$ cat src/rtl/scfr_pkg.sv
// types and constants of the stx / cr-lf frame receiver
`default_nettype none

package scfr_pkg;

  // frame buffer size, the frame closes with an overflow one byte short of it
  localparam int unsigned BufferBytes = 128;
  localparam int unsigned FrameLimit  = (BufferBytes - 1 > 127) ? 127 : BufferBytes - 1;

  // configuration register indexes
  localparam logic [1:0] RegStartChar = 2'd0;
  localparam logic [1:0] RegCrChar    = 2'd1;
  localparam logic [1:0] RegLfChar    = 2'd2;

  // reset values of the configuration registers
  localparam logic [7:0] StartCharRst = 8'h02;
  localparam logic [7:0] CrCharRst    = 8'h0D;
  localparam logic [7:0] LfCharRst    = 8'h0A;

  // request kinds
  localparam logic ReqByte    = 1'b0;
  localparam logic ReqService = 1'b1;

  // service status codes
  localparam logic [1:0] StatusNone     = 2'd0;
  localparam logic [1:0] StatusGood     = 2'd1;
  localparam logic [1:0] StatusOverflow = 2'd2;

  // command codes
  localparam logic [2:0] CmdNone    = 3'd0;
  localparam logic [2:0] CmdRead    = 3'd1;
  localparam logic [2:0] CmdWrite   = 3'd2;
  localparam logic [2:0] CmdSet     = 3'd3;
  localparam logic [2:0] CmdUnknown = 3'd4;

  // ascii characters used by the decoder
  localparam logic [7:0] AsciiZero  = 8'h30;
  localparam logic [7:0] CharUpperR = 8'h52;
  localparam logic [7:0] CharLowerR = 8'h72;
  localparam logic [7:0] CharUpperW = 8'h57;
  localparam logic [7:0] CharLowerW = 8'h77;
  localparam logic [7:0] CharUpperS = 8'h53;
  localparam logic [7:0] CharLowerS = 8'h73;

  typedef logic [3:0][7:0] head_t;

  typedef struct packed {
    logic       req_type;
    logic [7:0] rx_byte;
  } in_item_t;

  typedef struct packed {
    logic       receiving;
    logic       frame_over;
    logic [1:0] service_status;
    logic [2:0] command;
    logic [7:0] read_index;
    logic [6:0] frame_length;
  } out_item_t;

endpackage

`default_nettype wire

$ cat src/rtl/scfr_if.sv
// valid / ready channel interfaces of the frame receiver
`default_nettype none

interface scfr_in_if;
  import scfr_pkg::*;
  logic     valid;
  logic     ready;
  in_item_t item;
  modport source (output valid, output item, input ready);
  modport sink (input valid, input item, output ready);
endinterface

interface scfr_out_if;
  import scfr_pkg::*;
  logic      valid;
  logic      ready;
  out_item_t item;
  modport source (output valid, output item, input ready);
  modport sink (input valid, input item, output ready);
endinterface

`default_nettype wire

$ cat src/rtl/scfr_decode.sv
// command and read index decode of a completed frame
`default_nettype none

module scfr_decode (
  input  scfr_pkg::head_t    head_i,
  output logic [2:0]         command_o,
  output logic [7:0]         read_index_o
);
  import scfr_pkg::*;

  logic [7:0] hundreds;
  logic [7:0] tens;
  logic [7:0] units;

  // digits weighted 100, 10, 1, all kept mod 256
  assign hundreds = 8'((head_i[1] - AsciiZero) * 8'd100);
  assign tens     = 8'((head_i[2] - AsciiZero) * 8'd10);
  assign units    = head_i[3] - AsciiZero;

  always_comb begin
    read_index_o = 8'd0;
    if (head_i[0] == CharUpperR || head_i[0] == CharLowerR) begin
      command_o    = CmdRead;
      read_index_o = hundreds + tens + units;
    end else if (head_i[0] == CharUpperW || head_i[0] == CharLowerW) begin
      command_o = CmdWrite;
    end else if (head_i[0] == CharUpperS || head_i[0] == CharLowerS) begin
      command_o = CmdSet;
    end else begin
      command_o = CmdUnknown;
    end
  end

endmodule

`default_nettype wire

$ cat src/rtl/stx_crlf_frame_receiver_core.sv
// top level of the stx / cr-lf frame receiver
//
// Collects serial bytes into frames that open with the start character and close
// on a line feed that directly follows a carriage return, or with an overflow
// once the stored count reaches the frame limit; a service transaction on an
// ended frame decodes a good frame's first byte into read / write / set /
// unknown, gives the three-digit read index of a read, and clears the frame.
// Every input transaction yields exactly one result transaction. One
// transaction is taken per clock cycle while the result side does not stall;
// the input register feeds the combinational frame state update, whose
// result is loaded into the result register when the pipe advances.
// Back-pressure on the result side stalls both stages, and the input side
// keeps taking transactions while the result register is free or being drained.
// Configuration is over an apb-style port (start, cr and lf characters at byte
// addresses 0, 4, 8) and is expected only while idle.
`default_nettype none

module stx_crlf_frame_receiver_core (
  input  wire logic         clk_i,
  input  wire logic         rst_ni,
  scfr_in_if.sink           in_i,
  scfr_out_if.source        out_o,
  input  wire logic         psel,
  input  wire logic         penable,
  input  wire logic         pwrite,
  input  wire logic [3:0]   paddr,
  input  wire logic [31:0]  pwdata,
  output logic [31:0]       prdata,
  output logic              pready
);
  import scfr_pkg::*;

  // configuration registers
  logic [7:0] start_char_q;
  logic [7:0] cr_char_q;
  logic [7:0] lf_char_q;
  logic       cfg_write;

  // pipeline registers
  logic      in_valid_q;
  in_item_t  in_q;
  logic      out_valid_q;
  out_item_t out_q;
  out_item_t out_d;
  logic      advance;
  logic      fire;

  // frame state
  logic       in_frame_q, in_frame_d;
  logic       ended_q, ended_d;
  logic       ok_q, ok_d;
  logic [6:0] count_q, count_d;
  head_t      head_q, head_d;
  logic [7:0] last_q, last_d;

  // decoded view of the stored head bytes
  logic [2:0] dec_command;
  logic [7:0] dec_read_index;

  // apb register access, pready always high
  assign pready    = 1'b1;
  assign cfg_write = psel && penable && pwrite;

  always_ff @(posedge clk_i or negedge rst_ni) begin
    if (!rst_ni) begin
      start_char_q <= StartCharRst;
      cr_char_q    <= CrCharRst;
      lf_char_q    <= LfCharRst;
    end else if (cfg_write) begin
      case (paddr[3:2])
        RegStartChar: start_char_q <= pwdata[7:0];
        RegCrChar:    cr_char_q    <= pwdata[7:0];
        RegLfChar:    lf_char_q    <= pwdata[7:0];
        default:      ;
      endcase
    end
  end

  always_comb begin
    case (paddr[3:2])
      RegStartChar: prdata = {24'd0, start_char_q};
      RegCrChar:    prdata = {24'd0, cr_char_q};
      RegLfChar:    prdata = {24'd0, lf_char_q};
      default:      prdata = 32'd0;
    endcase
  end

  // handshake: the whole pipe moves when the result register is free or drained
  assign advance     = !out_valid_q || out_o.ready;
  assign fire        = in_valid_q && advance;
  assign in_i.ready  = !in_valid_q || advance;
  assign out_o.valid = out_valid_q;
  assign out_o.item  = out_q;

  // input register
  always_ff @(posedge clk_i or negedge rst_ni) begin
    if (!rst_ni) begin
      in_valid_q <= 1'b0;
    end else if (in_i.ready) begin
      in_valid_q <= in_i.valid;
    end
  end

  always_ff @(posedge clk_i) begin
    if (in_i.valid && in_i.ready) begin
      in_q <= in_i.item;
    end
  end

  scfr_decode u_decode (
    .head_i       (head_q),
    .command_o    (dec_command),
    .read_index_o (dec_read_index)
  );

  // frame state update for the transaction in the input register
  always_comb begin
    in_frame_d = in_frame_q;
    ended_d    = ended_q;
    ok_d       = ok_q;
    count_d    = count_q;
    head_d     = head_q;
    last_d     = last_q;

    out_d.service_status = StatusNone;
    out_d.command        = CmdNone;
    out_d.read_index     = 8'd0;

    if (in_q.req_type == ReqByte) begin
      // bytes are ignored once a frame has ended
      if (!ended_q) begin
        if (in_frame_q) begin
          if (in_q.rx_byte == lf_char_q && count_q != 7'd0 && last_q == cr_char_q) begin
            // good terminator, the line feed is not stored
            ended_d = 1'b1;
            ok_d    = 1'b1;
          end else begin
            if (count_q < 7'd4) begin
              head_d[count_q[1:0]] = in_q.rx_byte;
            end
            last_d  = in_q.rx_byte;
            count_d = count_q + 7'd1;
            if (count_d >= 7'(FrameLimit)) begin
              ended_d = 1'b1;
              ok_d    = 1'b0;
            end
          end
        end else if (in_q.rx_byte == start_char_q) begin
          // start character opens the frame and is not stored
          in_frame_d = 1'b1;
        end
      end
    end else if (ended_q) begin
      if (ok_q) begin
        out_d.service_status = StatusGood;
        out_d.command        = dec_command;
        out_d.read_index     = dec_read_index;
      end else begin
        out_d.service_status = StatusOverflow;
      end
      // service clears the whole frame
      in_frame_d = 1'b0;
      ended_d    = 1'b0;
      ok_d       = 1'b0;
      count_d    = 7'd0;
      head_d     = '0;
      last_d     = 8'd0;
    end

    out_d.receiving    = in_frame_d && !ended_d;
    out_d.frame_over   = ended_d;
    out_d.frame_length = count_d;
  end

  always_ff @(posedge clk_i or negedge rst_ni) begin
    if (!rst_ni) begin
      in_frame_q <= 1'b0;
      ended_q    <= 1'b0;
      ok_q       <= 1'b0;
      count_q    <= 7'd0;
      head_q     <= '0;
      last_q     <= 8'd0;
    end else if (fire) begin
      in_frame_q <= in_frame_d;
      ended_q    <= ended_d;
      ok_q       <= ok_d;
      count_q    <= count_d;
      head_q     <= head_d;
      last_q     <= last_d;
    end
  end

  // result register
  always_ff @(posedge clk_i or negedge rst_ni) begin
    if (!rst_ni) begin
      out_valid_q <= 1'b0;
    end else if (advance) begin
      out_valid_q <= in_valid_q;
    end
  end

  always_ff @(posedge clk_i) begin
    if (fire) begin
      out_q <= out_d;
    end
  end

endmodule

`default_nettype wire

$ cat src/flat_wrapper.sv
// flat-port wrapper written by rule: the top's interface ports become plain ports
module stx_crlf_frame_receiver_core_flat import scfr_pkg::*;
  (clk_i, rst_ni, psel, penable, pwrite, paddr, pwdata, prdata, pready, in_i_valid, in_i_item, in_i_ready, out_o_valid, out_o_item, out_o_ready);
  scfr_in_if in_i_i ();
  scfr_out_if out_o_i ();
  input  wire logic clk_i;
  input  wire logic rst_ni;
  input  wire logic psel;
  input  wire logic penable;
  input  wire logic pwrite;
  input  wire logic [3:0] paddr;
  input  wire logic [31:0] pwdata;
  output logic [31:0] prdata;
  output logic pready;
  input wire logic [$bits(in_i_i.valid)-1:0] in_i_valid;
  input wire logic [$bits(in_i_i.item)-1:0] in_i_item;
  output wire logic [$bits(in_i_i.ready)-1:0] in_i_ready;
  output wire logic [$bits(out_o_i.valid)-1:0] out_o_valid;
  output wire logic [$bits(out_o_i.item)-1:0] out_o_item;
  input wire logic [$bits(out_o_i.ready)-1:0] out_o_ready;
  assign in_i_i.valid = in_i_valid;
  assign in_i_i.item = in_i_item;
  assign in_i_ready = in_i_i.ready;
  assign out_o_valid = out_o_i.valid;
  assign out_o_item = out_o_i.item;
  assign out_o_i.ready = out_o_ready;
  stx_crlf_frame_receiver_core u_core (.clk_i(clk_i), .rst_ni(rst_ni), .in_i(in_i_i), .out_o(out_o_i), .psel(psel), .penable(penable), .pwrite(pwrite), .paddr(paddr), .pwdata(pwdata), .prdata(prdata), .pready(pready));
endmodule
$ cat config.mk
export PLATFORM = sky130hd
export DESIGN_NAME = stx_crlf_frame_receiver_core_flat
export DESIGN_NICKNAME = d
export VERILOG_FILES = /design/src/rtl/scfr_pkg.sv /design/src/rtl/scfr_if.sv /design/src/rtl/scfr_decode.sv /design/src/rtl/stx_crlf_frame_receiver_core.sv /design/src/flat_wrapper.sv
export SDC_FILE = /design/constraint.sdc
export NUM_CORES = 1
export LEC_CHECK = 0
export BUFFER_PORTS_ARGS = -buffer_cell sky130_fd_sc_hd__buf_2
export CAP_MARGIN = 20
export CORE_MARGIN = 2
export CORE_UTILIZATION = 51
export DETAILED_ROUTE_END_ITERATION = 8
export PLACE_DENSITY = 0.87
export SLEW_MARGIN = 20
export SYNTH_ARGS = -nofsm -noshare
export SYNTH_HDL_FRONTEND = slang
export SYNTH_SLANG_ARGS = --single-unit
$ cat constraint.sdc
create_clock -name clk_i -period 3.5 [get_ports clk_i]
set_input_delay 0 -clock clk_i [delete_from_list [all_inputs] [get_ports clk_i]]
set_output_delay 0 -clock clk_i [all_outputs]
set_load 0.01 [all_outputs]
# After elaboration in Yosys (flattened, before gate mapping)

Index checks and enable logic that the tools add are counted.
Widths: inputs -> output; s select.

Word-level logic and storage cells: 125
Flip-flop bits (word level): 107
Bits of input ports: 52
Output and inout bits: 57

Bitwise logic cells: 3
Mux-type cells: 40
Eq/ne operators: 14
Order comparisons: 4
Multiply operators: 2
Add/subtract/negate cells: 6
Reductions and logical operators: 32

Operators by type and width:

| cell                | number |
|---|---|
| $mux 32             | 6 |
| $eq 8x7->1 const B  | 6 |
| $mux 8              | 6 |
| $mux 7              | 5 |
| $bwmux 32           | 1 |
| $eq 8x8->1          | 3 |
| $pmux 8 s3          | 1 |
| $sub 8x6->8 const B | 3 |
| $mux 1              | 17 |
| $add 8x8->8         | 2 |
| $demux 8 s2         | 1 |
| $reduce_and 5->1    | 2 |
| $logic_and 1x1->1   | 8 |
| $mul 8x3->7 const B | 1 |
| $mul 8x5->6 const B | 1 |
| $reduce_and 2->1    | 4 |
| $add 7x1->7 const B | 1 |
| $ge 7x7->1 const B  | 1 |
| $lt 7x3->1 const B  | 1 |
| $reduce_bool 7->1   | 1 |
| $reduce_and 6->1    | 1 |
| $logic_or 1x1->1    | 5 |
| $reduce_or 5->1     | 1 |
| $mux 2              | 2 |
| 15 further kinds    | 21 |

# Logic depth before layout (Yosys ltp)

Depth after elaboration: 10
Mapped depth: 14

# Hierarchy

Synthesis repeated with hierarchy kept, for this count alone.

Cells, all modules: 594
Area total of the unflattened synthesis: 6237.2 um2

Modules (own cells, without submodules):

| module                       | area each (um2) | cells an instance | seq. area each (um2) | instances |
|---|---|---|---|---|
| stx_crlf_frame_receiver_core | 5465.2          | 507               | 2840.2               | 1 |
| scfr_decode                  | 772.0           | 87                | 0.0                  | 1 |

# Worst setup path after synthesis

No wires, ideal clock.

Path type: register to register
From: reg u_core.head_q[17] (netlist name)
To: reg u_core.out_q (netlist bit u_core.out_o.item[14]), data pin
Path buffers: 0
Setup time: 254 ps
Slack: -99 ps
Stages on the path, launching flop included: 15
Arrival: 3344 ps
Clock period less this slack: 3599 ps
Required time: 3246 ps
Cells stage by stage: dfrtp_1 ha_1 ha_1 fa_1 inv_1 fa_1 inv_1 ha_1 ha_1 a21o_1 a21oi_1 xor2_1 xnor2_1 xnor2_1 nor2_1

Cells in the longest elaborated chain, start to end: 4

Ends and longest elaborated chain:

| item                     | line                                | text |
|---|---|---|
| start: declaration       | stx_crlf_frame_receiver_core.sv:53  | `head_t head_q, head_d;` |
| start signal: assignment | stx_crlf_frame_receiver_core.sv:181 | `head_q <= '0;` |
| start signal: assignment | stx_crlf_frame_receiver_core.sv:188 | `head_q <= head_d;` |
| $sub 8x6->8              | scfr_decode.sv:17                   | `assign tens = 8'((head_i[2] - AsciiZero) * 8'd10);` |
| $mul 8x3->7              | scfr_decode.sv:17                   |  |
| $add 8x8->8 (2 in a row) | scfr_decode.sv:24                   | `read_index_o = hundreds + tens + units;` |
| end signal: assignment   | stx_crlf_frame_receiver_core.sv:204 | `out_q <= out_d;` |
| end: declaration         | stx_crlf_frame_receiver_core.sv:43  | `out_item_t out_q;` |

No other way between the ends.
A chain may end at the register's enable or synchronous reset.

# Worst setup path in the final report

From: reg u_core.head_q[19] (netlist name)
To: reg u_core.out_q (netlist bit u_core.out_o.item[14]), data pin

Same word-level chain as after synthesis.

==> impl_metrics.ini <==
[clock_tree]
cts_num_sinks = 103
clock-root-buffer = clkbuf_16
clock_tree.htree_level_count = 3
clk_transition_reported_paths_ps = 80
worstSkewPairLatency_ps = 350
max-clock-path-buffers = 2
cts_tree = built
cts_made_buffers = 9

[global_route]
globalRoute.totalOverflow = 0
grt_start_max_net_pins = 57
grt.total_usage_pct = 21.6
global_routing_met1_resource_utilization_pct = 26.9
grtUsageMet2_pct = 36.9
globalRoute.busiestLayer = met2
antenna_found_initial = 0
global_route_wire_length_before_repair_um = 22200
first_global_vias = 4689
grt_util_met3_pct = 5.03

[worst_hold_path]
hold_path_class = in -> async

[finish]
filler_cell_count = 905
area.growth.synth_to_final_pct = 15.4
post_route_cells_drive_above_1_share_pct = 25.4
antenna-diode-count = 0
utilization_pct = 60.0
num-nets-final = 744
fin_area_mm2 = 0.00715
final_common_cell = nand2_1
final_cell_mix = 111 x nand2_1, 66 x dfrtp_1, 57 x buf_2

[sta]
final_hold_viol_count = 0
finClkSkew_ps = 11.1
worst_slew_pin_slew_ps = 786
finalSetupViolCount = 0
slew_headroom_pct = 47.6
timing.setup.tns_ps = 0
post-route-min-period_ps = 3490
slew_viol_final = 0
final.period_utilization_pct = 99.7
layout_setup_ws_ps = 9.87
unrepaired_setup_endpoints_after_global_routing = true
max_freq_ghz = 0.287

[setup_path]
timing.setup.critical_path_class = reg -> reg
start_kind = flop
critPathRequiredTime_ps = 3600
critPathMaxFanout = 3
arrival_ps = 3590
endpoint_kind = flop

[route]
drcViolationCount = 0
wl_per_cell_um = 16.8
vias_per_cell = 5.63
total_length_of_routed_wires_um = 13600
via_count = 4546
antenna_left = 0
drtIter0Drc = 382
drt_pre_antenna_iters = 5

[placed_design]
pre_cts_slack_ps = -67.6
gp_congestion = 0.889
post-dp-hpwl_um = 9410
placed_cell_area_mm2 = 0.00656
place.port_buffers = 57

[die]
core_area_mm2 = 0.0119
initial_core_util_pct = 52.0
dieHeight_um = 114
design.die.area_mm2 = 0.0130
num_rows = 40
chipWidth_um = 114
top_level_ports = 109

[power_and_ir_drop]
power_density_mw_per_mm2 = 426
clockPowerShare_pct = 38.2
vdd_drop_max_mv = 0.354
power_leakage_nw = 3.16
seqPwrFrac_pct = 48.0
power.combinational.fraction_pct = 13.8
power.share.switching_pct = 26.3
finalPower_mw = 3.04
cellInternalPower_mw = 2.24
switching_power_mw = 0.801

[yosys]
yosys_register_bits = 103
syn-mean-instance-area_um2 = 10.7
syn-cell-area_mm2 = 0.00619
ys_seq_area_share_pct = 44.2
yosys.cell_types.count = 63
ys_dominant_reg_cell = dfrtp_1
synth-async-reset-ratio_pct = 69.9
post_synth_inst_count = 579
yosys_warnings = 0
synth_edf_count = 31

[outcome]
run_status = completed

[job]
drv.max_cap_violation_count = 0
power by group through the flow:
| stage | clock network (mW) | registers (mW) | logic (mW) |
|---|---|---|---|
| floorplan | 0 | 1.45 | 0.297 |
| global placement | 0 | 1.47 | 0.377 |
| detailed placement | 0 | 1.48 | 0.393 |
| CTS | 1.17 | 1.46 | 0.417 |
| global route | 1.23 | 1.47 | 0.460 |
| finish | 1.16 | 1.46 | 0.418 |
path summary, 6_finish.rpt:
path / start / to / slack (ps) / cells past startpoint
min: rst_ni / u_core.lf_char_q[2]$_DFFE_PN0P_ / 270 / 2
max in group asynchronous: rst_ni / u_core.head_q[10]$_DFFE_PN0P_ / 2230 / 3
min reg2reg: u_core.in_valid_q$_DFFE_PN0N_ / u_core.out_o.valid$_DFFE_PN0P_ / 520 / 1
min in group clk_i: paddr[3] / u_core.start_char_q[4]$_DFFE_PN0P_ / 300 / 3
max: u_core.head_q[19]$_DFFE_PN0P_ / u_core.out_o.item[14]$_SDFFCE_PN0P_ / 10 / 14
max reg2reg: u_core.head_q[19]$_DFFE_PN0P_ / u_core.out_o.item[14]$_SDFFCE_PN0P_ / 10 / 14
cell families (layout without fill, tap and decap cells):
group | Yosys count | count (layout) | synth area share [%]
flip-flops | 103 | 103 | 44.2
XOR/XNOR | 44 | 44 | 6.22
multiplexers | 41 | 41 | 7.29
buffers and inverters | 69 | 128 | 6.28
AO/OA/AOI/OAI | 90 | 90 | 12.5
adder cells (fa/ha/maj) | 36 | 36 | 8.12
AND/OR/NAND/NOR | 194 | 194 | 15.2
other | 2 | 25 | 0.121
critical path, cell delays in order (launching register included):
cell and delay (ps):
dfrtp_1 380, ha_1 300, ha_2 180, fa_1 470, inv_1 50, fa_1 490
inv_2 50, ha_4 240, ha_4 240, a21o_1 170, a21oi_2 140, xor2_1 190
xnor2_1 150, xnor2_1 140, nor2_1 60
synth_stat cells (3+ instances only):
| master | count | area share [%] |
|---|---|---|
| o211ai_2 | 20 | 4.0 |
| nor2_1 | 11 | 0.67 |
| clkbuf_1 | 9 | 0.55 |
| nor2b_1 | 15 | 1.5 |
| dfstp_2 | 6 | 2.5 |
| nand2b_1 | 6 | 0.61 |
| nor3_1 | 6 | 0.48 |
| nand3b_1 | 4 | 0.48 |
| inv_1 | 21 | 1.3 |
| o21ai_0 | 16 | 1.3 |
| nand2_1 | 111 | 6.7 |
| xor2_1 | 24 | 3.4 |
| buf_1 | 4 | 0.24 |
| ha_1 | 29 | 5.9 |
| a211oi_1 | 3 | 0.36 |
| fa_1 | 7 | 2.3 |
| and2_1 | 8 | 0.81 |
| o211ai_1 | 13 | 1.6 |
| o311ai_1 | 4 | 0.57 |
| buf_2 | 5 | 0.40 |
| a21oi_1 | 12 | 0.97 |
| nand4_1 | 3 | 0.30 |
| nor4_1 | 6 | 0.61 |
| a21o_1 | 3 | 0.36 |
| mux2_2 | 33 | 6.0 |
| dfrtp_1 | 66 | 27 |
| xnor2_1 | 20 | 2.8 |
| mux2i_1 | 8 | 1.3 |
| edfxtp_1 | 31 | 15 |
| buf_6 | 4 | 0.73 |
| nand3_1 | 7 | 0.57 |
| buf_4 | 25 | 3.0 |
per-layer routing:
| layer | wire [um] | vias to the layer above |
|---|---|---|
| met2 | 6800 | 189 |
| met5 | 0 | - |
| met1 | 5580 | 2180 |
| met4 | 320 | 0 |
| li1 | - | 2142 |
| met3 | 907 | 35 |
flip-flops by register name (all words and copies together) (netlist names):
register / count
u_core.in_frame_q: 1
u_core.ended_q: 1
u_core.start_char_q: 8
u_core.ok_q: 1
u_core.out_o.item: 22
u_core.cr_char_q: 8
u_core.count_q: 7
u_core.last_q: 8
u_core.out_o.valid: 1
u_core.lf_char_q: 8
u_core.in_q: 9
u_core.head_q: 28
u_core.in_valid_q: 1
cell type report:
type	instances	area, um^2	share of cell area, %
Inverter	22	82.6	1.16
Tap cell	147	184	2.57
Timing Repair Buffer	90	586	8.19
Multi-Input combinational cell	430	3200	44.7
Clock inverter	4	58.8	0.823
Sequential cell	103	2740	38.3
Clock buffer	12	300	4.20
metrics by stage:
step | instances | hold WS (ps)
CTS | 808 | 275
finish | 808 | 271
floorplan | 602 | -296
detailed placement | 770 | 129
global route | 808 | 324
global placement | 770 | 109
what timing repair did:
| action | 4_1_cts | 5_1_grt |
|---|---|---|
| hold buffers | 21 | 0 |
| hold endpoints to repair | 61 | 0 |
| setup buffers | 1 | 0 |
| resized for setup | 3 | 1 |
| pin swaps | 7 | 0 |
| setup endpoints to repair | 1 | 1 |
Power figures use the tool's default switching activity.
